<file path="src/rtl/core/jwd_pkg.sv">
// Shared types and codes of the job dispatcher.
`timescale 1ns / 1ps

package jwd_pkg;

    localparam logic [1:0] ACT_SUBMIT = 2'd0;
    localparam logic [1:0] ACT_FINISH = 2'd1;
    localparam logic [1:0] ACT_CANCEL = 2'd2;

    localparam logic [2:0] ST_STARTED   = 3'd0;
    localparam logic [2:0] ST_QUEUED    = 3'd1;
    localparam logic [2:0] ST_REJECTED  = 3'd2;
    localparam logic [2:0] ST_CANCELLED = 3'd3;
    localparam logic [2:0] ST_NOT_FOUND = 3'd4;
    localparam logic [2:0] ST_IDLED     = 3'd5;
    localparam logic [2:0] ST_IGNORED   = 3'd6;

    typedef struct packed {
        logic [31:0] task_h;
        logic [31:0] param_h;
    } t_job;

    typedef struct packed {
        logic push;
        logic pop;
        logic cancel;
        t_job job;
    } t_q_cmd;

    typedef struct packed {
        logic done;
        logic found;
    } t_q_stat;

    typedef struct packed {
        logic push;
        logic pop;
    } t_pool_cmd;

endpackage

</file>
<file path="src/rtl/core/jwd_job_queue.sv">
// Job queue: circular buffer in a synchronous memory with cancel search and compaction.
`timescale 1ns / 1ps

module jwd_job_queue #(
    parameter int QUEUE_DEPTH = 16
) (
    input  logic                             i_clk,
    input  logic                             i_rst_n,
    input  jwd_pkg::t_q_cmd                  i_cmd,
    output jwd_pkg::t_q_stat                 o_stat,
    output jwd_pkg::t_job                    o_head_job,
    output logic [$clog2(QUEUE_DEPTH+1)-1:0] o_fill
);

    localparam int AW = $clog2(QUEUE_DEPTH);
    localparam int FW = $clog2(QUEUE_DEPTH + 1);
    localparam logic [AW-1:0] LAST = AW'(QUEUE_DEPTH - 1);

    typedef enum logic [1:0] {Q_IDLE, Q_SRCH, Q_MOVE} t_q_state;

    function automatic logic [AW-1:0] ptr_inc(input logic [AW-1:0] p);
        return (p == LAST) ? '0 : p + AW'(1);
    endfunction

    function automatic logic [AW-1:0] ptr_dec(input logic [AW-1:0] p);
        return (p == '0) ? LAST : p - AW'(1);
    endfunction

    jwd_pkg::t_job mem [QUEUE_DEPTH];
    jwd_pkg::t_job r_rdata;
    jwd_pkg::t_job r_key;
    t_q_state      r_state;
    logic [AW-1:0] r_head, r_tail, r_ptr, r_src, r_dst, r_wr_ptr;
    logic [FW-1:0] r_fill, r_left, r_sk;
    logic          r_wr_pend, r_done, r_found;
    logic          n_done;

    logic          w_we, w_re, w_match;
    logic [AW-1:0] w_waddr, w_raddr;
    jwd_pkg::t_job w_wdata;

    assign w_match = (r_rdata == r_key);

    // cancel ends on an empty queue, on a search that runs out, or after the last move
    assign n_done = ((r_state == Q_IDLE) && !i_cmd.push && !i_cmd.pop && i_cmd.cancel &&
                     (r_fill == '0)) ||
                    ((r_state == Q_SRCH) && !w_match && (r_left == '0)) ||
                    ((r_state == Q_MOVE) && (r_left == '0));

    always_comb begin
        w_we    = 1'b0;
        w_re    = 1'b0;
        w_waddr = r_tail;
        w_raddr = r_head;
        w_wdata = i_cmd.job;
        unique case (r_state)
            Q_IDLE: begin
                if (i_cmd.push) begin
                    w_we = 1'b1;
                end else if (i_cmd.pop) begin
                    w_re = 1'b1;
                end else if (i_cmd.cancel && r_fill != '0) begin
                    w_re    = 1'b1;
                    w_raddr = ptr_dec(r_tail);
                end
            end
            Q_SRCH: begin
                w_re    = !w_match && r_left != '0;
                w_raddr = ptr_dec(r_ptr);
            end
            Q_MOVE: begin
                w_we    = r_wr_pend;
                w_waddr = r_wr_ptr;
                w_wdata = r_rdata;
                w_re    = r_left != '0;
                w_raddr = r_src;
            end
            default: begin
                w_we = 1'b0;
            end
        endcase
    end

    always_ff @(posedge i_clk) begin
        if (w_we) begin
            mem[w_waddr] <= w_wdata;
        end
        if (w_re) begin
            r_rdata <= mem[w_raddr];
        end
    end

    always_ff @(posedge i_clk) begin
        if (!i_rst_n) begin
            r_state   <= Q_IDLE;
            r_head    <= '0;
            r_tail    <= '0;
            r_fill    <= '0;
            r_wr_pend <= 1'b0;
            r_done    <= 1'b0;
            r_found   <= 1'b0;
        end else begin
            r_done <= n_done;
            unique case (r_state)
                Q_IDLE: begin
                    if (i_cmd.push) begin
                        r_tail <= ptr_inc(r_tail);
                        r_fill <= r_fill + FW'(1);
                    end else if (i_cmd.pop) begin
                        r_head <= ptr_inc(r_head);
                        r_fill <= r_fill - FW'(1);
                    end else if (i_cmd.cancel) begin
                        if (r_fill == '0) begin
                            r_found <= 1'b0;
                        end else begin
                            r_state <= Q_SRCH;
                            r_ptr   <= ptr_dec(r_tail);
                            r_sk    <= '0;
                            r_left  <= r_fill - FW'(1);
                            r_key   <= i_cmd.job;
                        end
                    end
                end
                Q_SRCH: begin
                    if (w_match) begin
                        // shift the newer entries down over the match
                        r_state   <= Q_MOVE;
                        r_src     <= ptr_inc(r_ptr);
                        r_dst     <= r_ptr;
                        r_left    <= r_sk;
                        r_wr_pend <= 1'b0;
                    end else if (r_left == '0) begin
                        r_state <= Q_IDLE;
                        r_found <= 1'b0;
                    end else begin
                        r_ptr  <= ptr_dec(r_ptr);
                        r_sk   <= r_sk + FW'(1);
                        r_left <= r_left - FW'(1);
                    end
                end
                Q_MOVE: begin
                    if (r_left != '0) begin
                        r_src     <= ptr_inc(r_src);
                        r_dst     <= ptr_inc(r_dst);
                        r_wr_ptr  <= r_dst;
                        r_wr_pend <= 1'b1;
                        r_left    <= r_left - FW'(1);
                    end else begin
                        r_wr_pend <= 1'b0;
                        r_tail    <= ptr_dec(r_tail);
                        r_fill    <= r_fill - FW'(1);
                        r_state   <= Q_IDLE;
                        r_found   <= 1'b1;
                    end
                end
                default: begin
                    r_state <= Q_IDLE;
                end
            endcase
        end
    end

    assign o_stat.done  = r_done;
    assign o_stat.found = r_found;
    assign o_head_job   = r_rdata;
    assign o_fill       = r_fill;

endmodule

</file>
<file path="src/rtl/core/jwd_idle_pool.sv">
// Idle worker FIFO and busy mask.
`timescale 1ns / 1ps

module jwd_idle_pool #(
    parameter int NUM_WORKERS = 8,
    parameter int WIDX        = 3
) (
    input  logic                             i_clk,
    input  logic                             i_rst_n,
    input  jwd_pkg::t_pool_cmd               i_cmd,
    input  logic [WIDX-1:0]                  i_push_worker,
    input  logic [WIDX-1:0]                  i_check_worker,
    output logic                             o_check_busy,
    output logic [WIDX-1:0]                  o_head,
    output logic [$clog2(NUM_WORKERS+1)-1:0] o_count
);

    localparam int CW = $clog2(NUM_WORKERS + 1);
    localparam logic [WIDX-1:0] LAST = WIDX'(NUM_WORKERS - 1);

    function automatic logic [WIDX-1:0] ptr_inc(input logic [WIDX-1:0] p);
        return (p == LAST) ? '0 : p + WIDX'(1);
    endfunction

    logic [WIDX-1:0]        r_order [NUM_WORKERS];
    logic [WIDX-1:0]        r_head, r_tail;
    logic [CW-1:0]          r_count;
    logic [NUM_WORKERS-1:0] r_busy;

    always_ff @(posedge i_clk) begin
        if (!i_rst_n) begin
            for (int i = 0; i < NUM_WORKERS; i++) begin
                r_order[i] <= WIDX'(i);
            end
            r_head  <= '0;
            r_tail  <= '0;
            r_count <= CW'(NUM_WORKERS);
            r_busy  <= '0;
        end else begin
            if (i_cmd.push) begin
                r_order[r_tail]       <= i_push_worker;
                r_tail                <= ptr_inc(r_tail);
                r_count               <= r_count + CW'(1);
                r_busy[i_push_worker] <= 1'b0;
            end else if (i_cmd.pop) begin
                r_head                          <= ptr_inc(r_head);
                r_count                         <= r_count - CW'(1);
                r_busy[r_order[r_head]]         <= 1'b1;
            end
        end
    end

    assign o_check_busy = r_busy[i_check_worker];
    assign o_head       = r_order[r_head];
    assign o_count      = r_count;

endmodule

</file>
<file path="src/rtl/core/job_to_idle_worker_dispatcher_unit.sv">
// Top level of the job dispatcher: request decode, sequencing and result register.
`timescale 1ns / 1ps
// Sequence: an accepted request is decoded in S_EXEC and its result is registered from
// S_OUT once the output is free; a finish with dispatch passes S_FIN_POP (job memory read),
// a cancel waits in S_QWAIT for the search over the job memory, one entry a cycle, and the compaction.
// Throughput: one request at a time, a new one only in S_IDLE; the next is taken while the
// previous result still waits.
// Synchronous active-low reset: queue empty, all workers idle in order 0 upwards.

module job_to_idle_worker_dispatcher_unit #(
    parameter int NUM_WORKERS = 8,
    parameter int QUEUE_DEPTH = 16
) (
    input  logic        i_clk,
    input  logic        i_rst_n,
    input  logic        i_in_valid,
    output logic        o_in_stall,
    input  logic [1:0]  i_action,
    input  logic [31:0] i_task_handle,
    input  logic [31:0] i_param_handle,
    input  logic [2:0]  i_worker_id,
    output logic        o_out_valid,
    input  logic        i_out_stall,
    output logic [2:0]  o_status,
    output logic        o_dispatched,
    output logic [2:0]  o_dispatch_worker,
    output logic [31:0] o_dispatch_task,
    output logic [31:0] o_dispatch_param,
    output logic [4:0]  o_queued_jobs
);

    localparam int WIDX = (NUM_WORKERS > 1) ? $clog2(NUM_WORKERS) : 1;
    localparam int WEW  = WIDX + 3;
    localparam int CW   = $clog2(NUM_WORKERS + 1);
    localparam int FW   = $clog2(QUEUE_DEPTH + 1);

    typedef enum logic [2:0] {S_IDLE, S_EXEC, S_FIN_POP, S_QWAIT, S_OUT} t_state;

    t_state      r_state;
    logic [1:0]  r_action;
    logic [31:0] r_task, r_param;
    logic [2:0]  r_wid;
    logic [2:0]  r_res_status;
    logic        r_res_disp;
    logic [2:0]  r_res_worker;
    logic [31:0] r_res_task, r_res_param;

    jwd_pkg::t_q_cmd    w_q_cmd;
    jwd_pkg::t_q_stat   w_q_stat;
    jwd_pkg::t_job      w_q_head;
    logic [FW-1:0]      w_q_fill;
    jwd_pkg::t_pool_cmd w_p_cmd;
    logic               w_p_busy;
    logic [WIDX-1:0]    w_p_head;
    logic [CW-1:0]      w_p_count;

    logic [WEW-1:0]     w_wid_ext;
    logic               w_wid_ok;
    logic               w_finish_ok;
    logic               w_start_now;
    logic               w_submit_start;
    logic               w_out_free;

    assign w_wid_ext      = {{WIDX{1'b0}}, r_wid};
    assign w_wid_ok       = w_wid_ext < WEW'(NUM_WORKERS);
    assign w_finish_ok    = w_wid_ok && w_p_busy;
    assign w_start_now    = (w_p_count != '0) && (w_q_fill == '0);
    assign w_submit_start = (r_action == jwd_pkg::ACT_SUBMIT) && w_start_now;
    assign w_out_free     = !o_out_valid || !i_out_stall;
    assign o_in_stall     = (r_state != S_IDLE);

    always_comb begin
        w_q_cmd.push   = 1'b0;
        w_q_cmd.pop    = 1'b0;
        w_q_cmd.cancel = 1'b0;
        w_q_cmd.job    = '{task_h: r_task, param_h: r_param};
        w_p_cmd.push   = 1'b0;
        w_p_cmd.pop    = 1'b0;
        unique case (r_state)
            S_EXEC: begin
                unique case (r_action)
                    jwd_pkg::ACT_SUBMIT: begin
                        if (w_start_now) begin
                            w_p_cmd.pop = 1'b1;
                        end else if (w_q_fill < FW'(QUEUE_DEPTH)) begin
                            w_q_cmd.push = 1'b1;
                        end
                    end
                    jwd_pkg::ACT_FINISH: begin
                        if (w_finish_ok) begin
                            w_p_cmd.push = 1'b1;
                            w_q_cmd.pop  = (w_q_fill != '0);
                        end
                    end
                    jwd_pkg::ACT_CANCEL: begin
                        w_q_cmd.cancel = 1'b1;
                    end
                    default: begin
                        w_q_cmd.cancel = 1'b0;
                    end
                endcase
            end
            S_FIN_POP: begin
                w_p_cmd.pop = 1'b1;
            end
            default: begin
                w_p_cmd.pop = 1'b0;
            end
        endcase
    end

    always_ff @(posedge i_clk) begin
        if (!i_rst_n) begin
            r_state     <= S_IDLE;
            o_out_valid <= 1'b0;
        end else begin
            if (o_out_valid && !i_out_stall && r_state != S_OUT) begin
                o_out_valid <= 1'b0;
            end
            unique case (r_state)
                S_IDLE: begin
                    if (i_in_valid) begin
                        r_action <= i_action;
                        r_task   <= i_task_handle;
                        r_param  <= i_param_handle;
                        r_wid    <= i_worker_id;
                        r_state  <= S_EXEC;
                    end
                end
                S_EXEC: begin
                    r_res_disp   <= w_submit_start;
                    r_res_worker <= w_submit_start ? 3'(w_p_head) : 3'd0;
                    r_res_task   <= w_submit_start ? r_task : 32'd0;
                    r_res_param  <= w_submit_start ? r_param : 32'd0;
                    unique case (r_action)
                        jwd_pkg::ACT_SUBMIT: begin
                            r_state <= S_OUT;
                            if (w_start_now) begin
                                r_res_status <= jwd_pkg::ST_STARTED;
                            end else if (w_q_fill < FW'(QUEUE_DEPTH)) begin
                                r_res_status <= jwd_pkg::ST_QUEUED;
                            end else begin
                                r_res_status <= jwd_pkg::ST_REJECTED;
                            end
                        end
                        jwd_pkg::ACT_FINISH: begin
                            if (w_finish_ok) begin
                                r_res_status <= jwd_pkg::ST_IDLED;
                                r_state      <= (w_q_fill != '0) ? S_FIN_POP : S_OUT;
                            end else begin
                                r_res_status <= jwd_pkg::ST_IGNORED;
                                r_state      <= S_OUT;
                            end
                        end
                        jwd_pkg::ACT_CANCEL: begin
                            r_state <= S_QWAIT;
                        end
                        default: begin
                            r_res_status <= jwd_pkg::ST_NOT_FOUND;
                            r_state      <= S_OUT;
                        end
                    endcase
                end
                S_FIN_POP: begin
                    // oldest job goes to the head idle worker
                    r_res_disp   <= 1'b1;
                    r_res_worker <= 3'(w_p_head);
                    r_res_task   <= w_q_head.task_h;
                    r_res_param  <= w_q_head.param_h;
                    r_state      <= S_OUT;
                end
                S_QWAIT: begin
                    if (w_q_stat.done) begin
                        r_res_status <= w_q_stat.found ? jwd_pkg::ST_CANCELLED
                                                       : jwd_pkg::ST_NOT_FOUND;
                        r_state      <= S_OUT;
                    end
                end
                S_OUT: begin
                    if (w_out_free) begin
                        o_out_valid       <= 1'b1;
                        o_status          <= r_res_status;
                        o_dispatched      <= r_res_disp;
                        o_dispatch_worker <= r_res_worker;
                        o_dispatch_task   <= r_res_task;
                        o_dispatch_param  <= r_res_param;
                        o_queued_jobs     <= 5'(w_q_fill);
                        r_state           <= S_IDLE;
                    end
                end
                default: begin
                    r_state <= S_IDLE;
                end
            endcase
        end
    end

    jwd_job_queue #(
        .QUEUE_DEPTH(QUEUE_DEPTH)
    ) u_queue (
        .i_clk      (i_clk),
        .i_rst_n    (i_rst_n),
        .i_cmd      (w_q_cmd),
        .o_stat     (w_q_stat),
        .o_head_job (w_q_head),
        .o_fill     (w_q_fill)
    );

    jwd_idle_pool #(
        .NUM_WORKERS(NUM_WORKERS),
        .WIDX       (WIDX)
    ) u_pool (
        .i_clk          (i_clk),
        .i_rst_n        (i_rst_n),
        .i_cmd          (w_p_cmd),
        .i_push_worker  (w_wid_ext[WIDX-1:0]),
        .i_check_worker (w_wid_ext[WIDX-1:0]),
        .o_check_busy   (w_p_busy),
        .o_head         (w_p_head),
        .o_count        (w_p_count)
    );

endmodule
</file>
<file path="config.mk">
export PLATFORM = sky130hd
export DESIGN_NAME = job_to_idle_worker_dispatcher_unit
export DESIGN_NICKNAME = d
export VERILOG_FILES = /design/src/rtl/core/jwd_pkg.sv /design/src/rtl/core/jwd_job_queue.sv /design/src/rtl/core/jwd_idle_pool.sv /design/src/rtl/core/job_to_idle_worker_dispatcher_unit.sv
export SDC_FILE = /design/constraint.sdc
export NUM_CORES = 2
export LEC_CHECK = 0
export BUFFER_PORTS_ARGS = -buffer_cell sky130_fd_sc_hd__buf_2
export CORE_UTILIZATION = 35
export CTS_CLUSTER_SIZE = 16
export DETAILED_ROUTE_END_ITERATION = 12
export PLACE_DENSITY_LB_ADDON = 0.08
export SYNTH_ARGS = -nofsm -noshare
export SYNTH_HDL_FRONTEND = slang
export SYNTH_HIERARCHICAL = 1
export SYNTH_SLANG_ARGS = --single-unit
</file>
<file path="constraint.sdc">
create_clock -name i_clk -period 6.44 [get_ports i_clk]
set_input_delay 0.322 -clock i_clk [delete_from_list [all_inputs] [get_ports i_clk]]
set_output_delay 0.322 -clock i_clk [all_outputs]
set_load 0.02 [all_outputs]
</file>
### Word-level counts from Yosys, hierarchy flattened

Memory sizes are Yosys's and may differ from the RTL's. A register that Yosys moved wholly into a read port is not among the register bits.
Index checks and enable logic that the tools add are counted.

* $add $sub $neg: 15
* multiply operators: 0
* divide/modulo/power cells: 0
* magnitude comparators: 6
* equal/unequal tests: 36
* shift operators: 0
* mux-type cells: 133
* bitwise operators: 7
* reduce and logical (&&, ||, !) cells: 60

Operator list (count)
* $pmux 32 s2: 2
* $mux 4: 25
* $mux 5: 16
* $eq 64x64->1: 1
* $mux 32: 2
* $mux 64: 1
* $mux 3: 15
* $mux 1: 37
* $pmux 4 s2: 4
* $add 4x1->4 const B: 6
* $ne 2x2->1 const B: 12
* $reduce_and 8->1: 3
* $reduce_and 3->1: 7
* $eq 4x4->1 const B: 5
* $mux 2: 10
* $pmux 5 s2: 2
* $pmux 3 s2: 3
* $logic_and 1x1->1: 16
* $mux 8: 2
* $pmux 3 s5: 1
* $pmux 5 s3: 1
* $lt 3x4->1 const B: 3
* $pmux 4 s3: 1
* $reduce_and 6->1: 2
* other kinds (38): 80

* bits in registers: 346
* latch bits: 0
* bits in writable memories: 1048
* bits in read-only memories: 0
* output and inout bits: 78
* word-level logic and storage cells: 295
* memories kept: 2

Memory list
* u_queue.mem: depth 16, width 64, rd ports 1, clocked after Yosys merged registers in 1, write ports 1, RTL line jwd_job_queue.sv:29 `jwd_pkg::t_job mem [QUEUE_DEPTH];`
* u_pool.r_order: depth 8, width 3, rd ports 1, clocked after Yosys merged registers in 1, write ports 8, RTL line jwd_idle_pool.sv:25 `logic [WIDX-1:0] r_order [NUM_WORKERS];`

### Depth between registers and ports, before layout

* word-level depth: 13
* depth in mapped cells: 16
* mapped depth without buffers: 11

### Modules after synthesis

Netlist, hierarchy kept.

By module, submodules not included
* jwd_job_queue: instances 1, cells an instance 2975, area an instance 48933.2 um^2, seq. area each 35734.3 um^2
* job_to_idle_worker_dispatcher_unit: instances 1, cells an instance 500, area an instance 7908.8 um^2, seq. area each 6566.3 um^2
* jwd_idle_pool: instances 1, cells an instance 196, area an instance 2213.4 um^2, seq. area each 1141.1 um^2

### Worst setup path before layout

No wires, ideal clock.

* path type: register to register
* from: register r_wid[0]
* to: register u_queue/o_head_job[0] (netlist name)
* arrival time: 6.354 ns
* slack: -0.498 ns
* stages on the path, launching flop included: 8
* buffers on the path: 1
* period minus slack after synthesis: 6.938 ns
* path through: edfxtp_1 > mux4_2 > mux2_2 > nand2_1 > nor3_1 > clkbuf_1 > a21oi_1 > o32ai_1

RTL lines
* start, declared: RTL line job_to_idle_worker_dispatcher_unit.sv:42 `logic [2:0] r_wid;`
* start signal, assigned: RTL line job_to_idle_worker_dispatcher_unit.sv:126 `r_wid <= i_worker_id;`

==> impl_summary.md <==
Worst setup path
At the worst endpoint, the arrival time is slightly above 6 ns. For the worst setup path, the data required time is 6.95 ns. The worst setup path is of the register to register kind. Of all nets on the critical path, the largest fanout is 48.

The endpoint class of the critical path is a register. The worst setup path is launched from a register. The number of cell instances on the worst register-to-register path is 12.

Placed design
The number of port buffers is 150. After detailed placement, the total cell area comes to 0.0630 mm². The half-perimeter wire length after detailed placement is between 100 and 150 mm.

The cell count after placement is 5,857. The global placement routability congestion is roughly 0.75.

GRT
The total congestion overflow is 0. The number of antenna violations at the first check in global routing is 9. Across every metal layer, demand over resource in global routing totals about 22%. The number of global-route vias before repair is between 30,000 and 40,000. Entering global routing, the biggest net connects ~140 pins.

The first global-routing pass estimated ~260 mm of wire.

Clocking
Clock latency on the worst-skew pair, taken at its later pin, is 0.82 ns. The cell at the root of the clock tree is clkbuf_16. The total number of H-tree levels is 4. The clock transition time at the flip-flop clock pins of the worst setup and hold paths is 0.06 ns. The clock passes through at most 3 buffers. Gates resized during post-CTS repair numbered 0. The clock buffer count from CTS is approximately 160. The tree built by TritonCTS fans out to 1,461 sinks. TritonCTS built the clock tree.

Routing
The count of nets left with antenna violations once routing finished came out at 0. Using the TritonRoute via totals, the vias-per-cell ratio works out to around 5.6. For this block, the initial DRC count from the detailed router was a little under 3,000. The total number of vias is ~35,000. The post-detailed-route DRC marker count is 0.

The sum of met3 wire segment lengths after detailed routing is roughly 11 mm. The highest layer touched by signal routing is met5. Summed over all nets, wire length on met2 after detailed routing comes to about 86 mm. The wire length the detailed router placed on met1 is roughly 85 mm. The final layout contains routed wiring with a total length of ~190 mm.

The first TritonRoute pass finished after 6 iterations. In the final routed layout, each cell accounts on average for approximately 30 µm.

STA
The number of max-slew violations in the final report is 0. The count of endpoints failing setup in the final report is 0. In this run the tightest slew margin relative to its limit is roughly 25%. Setup repair after global routing left no endpoint under its margin.

At the pin with the least slew margin, the transition time is 1.13 ns. Static timing analysis puts the maximum clock frequency at between 150 and 200 MHz. Dividing the final minimum period by the clock period gives between 80 and 90%.

The final-report hold violation count was 0. The worst clock skew is around 0.04 ns. The time the worst path needs with I/O delays and setup is about 5.6 ns.

The total negative setup slack is 0 ns.

Floorplanning
151 I/O pins were placed. The initial cell density of the core is around a third. The height of the die is about 410 µm. From left edge to right edge, the die measures 413 µm. The floorplan has 150 rows.

The die outline area is approximately 0.17 mm². The core region area is between 0.15 and 0.2 mm².

Yosys
The synthesized flop and latch total is between 1,000 and 1,500. Among all flip-flop cells after synthesis, the most frequent one is edfxtp_1. Counting every net in the synthesized netlist gives 3,771. Yosys mapped a number of flops with a built-in enable equal to around 1,400. After synthesis, the share of flip-flops with an asynchronous set or reset is 0%.

The synthesized area is 0.0591 mm². The number of library cell types mapped by synthesis is 82. The mean area per synthesized cell is 16.1 µm². For this run, the number of Yosys warnings is 6.

The share of the Yosys chip area taken by registers is between 70% and 80%. Synthesis handed over a netlist of 3,671 instances.

Finish
The area growth from synthesis to layout is 16.6%. Summing all multi-input logic gate instances after layout gives around 0.015 mm². The filler cells instantiated in the layout total around 15,000. Summing all flip-flop and latch instances after layout gives between 0.04 and 0.05 mm². The post-route cell area is 0.0689 mm².

The number of standard cells in the final layout excluding fillers is roughly 6,200. The post-layout net count is approximately 4,000. In the final layout, the share of cells above drive strength 1 is approximately 15%.

Power and ir drop
The net switching component of the power is approximately 4.2 mW. Power spread over the standard cell area amounts to roughly 290 mW/mm². The worst supply voltage drop on vdd is 0.272 mV. Registers are responsible for a little over half of the overall power. In this run switching power makes up around a fifth of total power. The reported leakage power is approximately 21 nW. The power share of the clock group is 45.4%. Summing internal, switching and leakage power gives approximately 20 mW. Internal power comes to ~16 mW. In this run, the combinational gates consume approximately 1.8% of the power.

Flow run
Across the run, the number of max-cap violations was 0.

Min path
The count of cells along the worst hold path is 2. The type of the most critical hold path is input port to register.

Status
The flow ran to the end, and the final reports show no timing, DRC or antenna violations.
-- routing by layer --
layer	vias to the layer above	GRT usage, %
li1	15199	-
met3	231	4.08
met4	2	5.26
met1	18076	30.8
met2	1092	34.2
met5	-	0
-- synth_stat cells, types with 12 or more instances --
cell type  number  share of area, %
nand4_1        21              0.22
nand2_1       257               1.6
nor3_1         16              0.14
or4_1          64              0.81
a2111oi_0     192               2.8
inv_1          21              0.13
dfxtp_1        43               1.5
buf_6          16              0.31
buf_2          90              0.76
mux2_2         71               1.4
and2_1        211               2.2
mux2i_1       268               4.5
a21oi_1        89              0.75
ha_1           26              0.55
xor2_1         12              0.18
edfxtp_1     1418                72
nor2_1         60              0.38
nand3_1        26              0.22
a31oi_1        13              0.14
nor2b_1        16              0.17
nand2b_1       17              0.18
o21ai_0        80              0.68
a221oi_1      257               3.8
xnor2_1        73               1.1
clkbuf_1      158               1.0
-- cells by family after synthesis --
| family | after synthesis | synth area share [%] |
|---|---|---|
| simple gates | 731 | 6.58 |
| mux | 347 | 6.20 |
| buf+inv | 303 | 2.36 |
| flops | 1461 | 73.6 |
| compound gates | 717 | 9.46 |
| fa+ha+maj | 27 | 0.585 |
| xor+xnor | 85 | 1.26 |
-- flip-flops by register name (all words and copies together), names as in the netlist, 4 cells and up, named ones only --
register	count
u_pool/r_busy	8
r_param	32
u_queue/r_dst	4
u_queue/r_head	4
u_queue/o_head_job	64
u_pool/r_order	24
r_res_param	32
u_queue/r_key	64
u_queue/r_left	5
u_queue/r_tail	4
o_dispatch_param	32
u_queue/r_src	4
o_dispatch_task	32
o_queued_jobs	5
u_queue/r_ptr	4
r_task	32
u_queue/r_wr_ptr	4
u_queue/r_sk	5
u_queue/o_fill	5
u_queue/mem	1024
u_pool/o_count	4
r_res_task	32
-- path summary, 6_finish.rpt --
kind / start / slack [ns] / to
hold / removal: i_param_handle[22] / 0.22 / r_param[22]$_DFFE_PP_
setup / recovery: r_wid[0]$_DFFE_PP_ / 0.82 / u_queue/o_head_job[13]$_DFFE_PP_
hold reg to reg: r_res_param[6]$_DFFE_PP_ / 0.41 / o_dispatch_param[6]$_DFFE_PP_
setup reg to reg: r_wid[0]$_DFFE_PP_ / 0.82 / u_queue/o_head_job[13]$_DFFE_PP_
-- through the flow --
step / util [%] / setup WS [ns] / hold slack (ns)
after global placement: 37.6 / 1.01 / 0.404
final: 41.1 / 0.823 / 0.218
after global routing: 41.1 / 0.576 / 0.196
after detailed placement: 37.6 / 0.917 / 0.405
after CTS: 41.1 / 0.891 / 0.163
after floorplan: - / 1.31 / 0.400
-- cells in the final DEF (no fill, tap or decap), types with 12 or more instances in the layout --
cell	count
a2111oi_0	192
a21oi_1	88
buf_12	51
dfxtp_1	43
nand4_1	21
a31oi_1	13
xor2_1	12
nand3_1	25
nand2_1	257
clkinv_1	37
edfxtp_1	1418
clkbuf_1	44
nor2b_1	16
inv_1	21
clkbuf_16	162
clkinv_2	24
ha_1	25
o21ai_0	80
buf_4	59
dlygate4sd3_1	73
and2_1	210
mux2i_1	268
nor3_1	16
a221oi_1	257
nor2_4	18
xnor2_1	73
nor2_1	42
buf_2	150
nand2b_1	17
mux2_2	71
or4_1	64
-- power by group through the flow --
stage	logic, mW	registers, mW	clock network (mW)
after floorplan	0.170	10.7	0
after global placement	0.316	10.7	0
final	0.350	10.5	9.03
after CTS	0.356	10.5	9.23
after detailed placement	0.317	10.7	0
after global routing	0.382	10.5	9.57
-- worst max-delay path: stages, from the launching register on --
cell,delay (ns)
edfxtp_1,0.65
mux4_2,0.56
mux2_2,0.30
nand2_1,0.13
nor3_1,0.16
or3b_2,0.50
o211ai_1,0.36
nand3_4,0.78
buf_4,0.53
buf_12,0.22
a221oi_1,0.32
a2111oi_0,0.11
or4_1,0.58
-- repair_timing --
item	CTS	global route
hold buffers	73	0
hold endpoints to repair	72	0
setup buffers	0	0
-- area by class of cell --
class	count	area share (%)
clock buffers	209	6.19
clock inverters	86	1.26
flip-flops and latches	1461	63.1
diodes	1	0.00363
inverters	25	0.136
well taps	2204	4.00
repair buffers	333	4.28
multi-input cells	1907	21.1
Power figures use the tool's default switching activity.
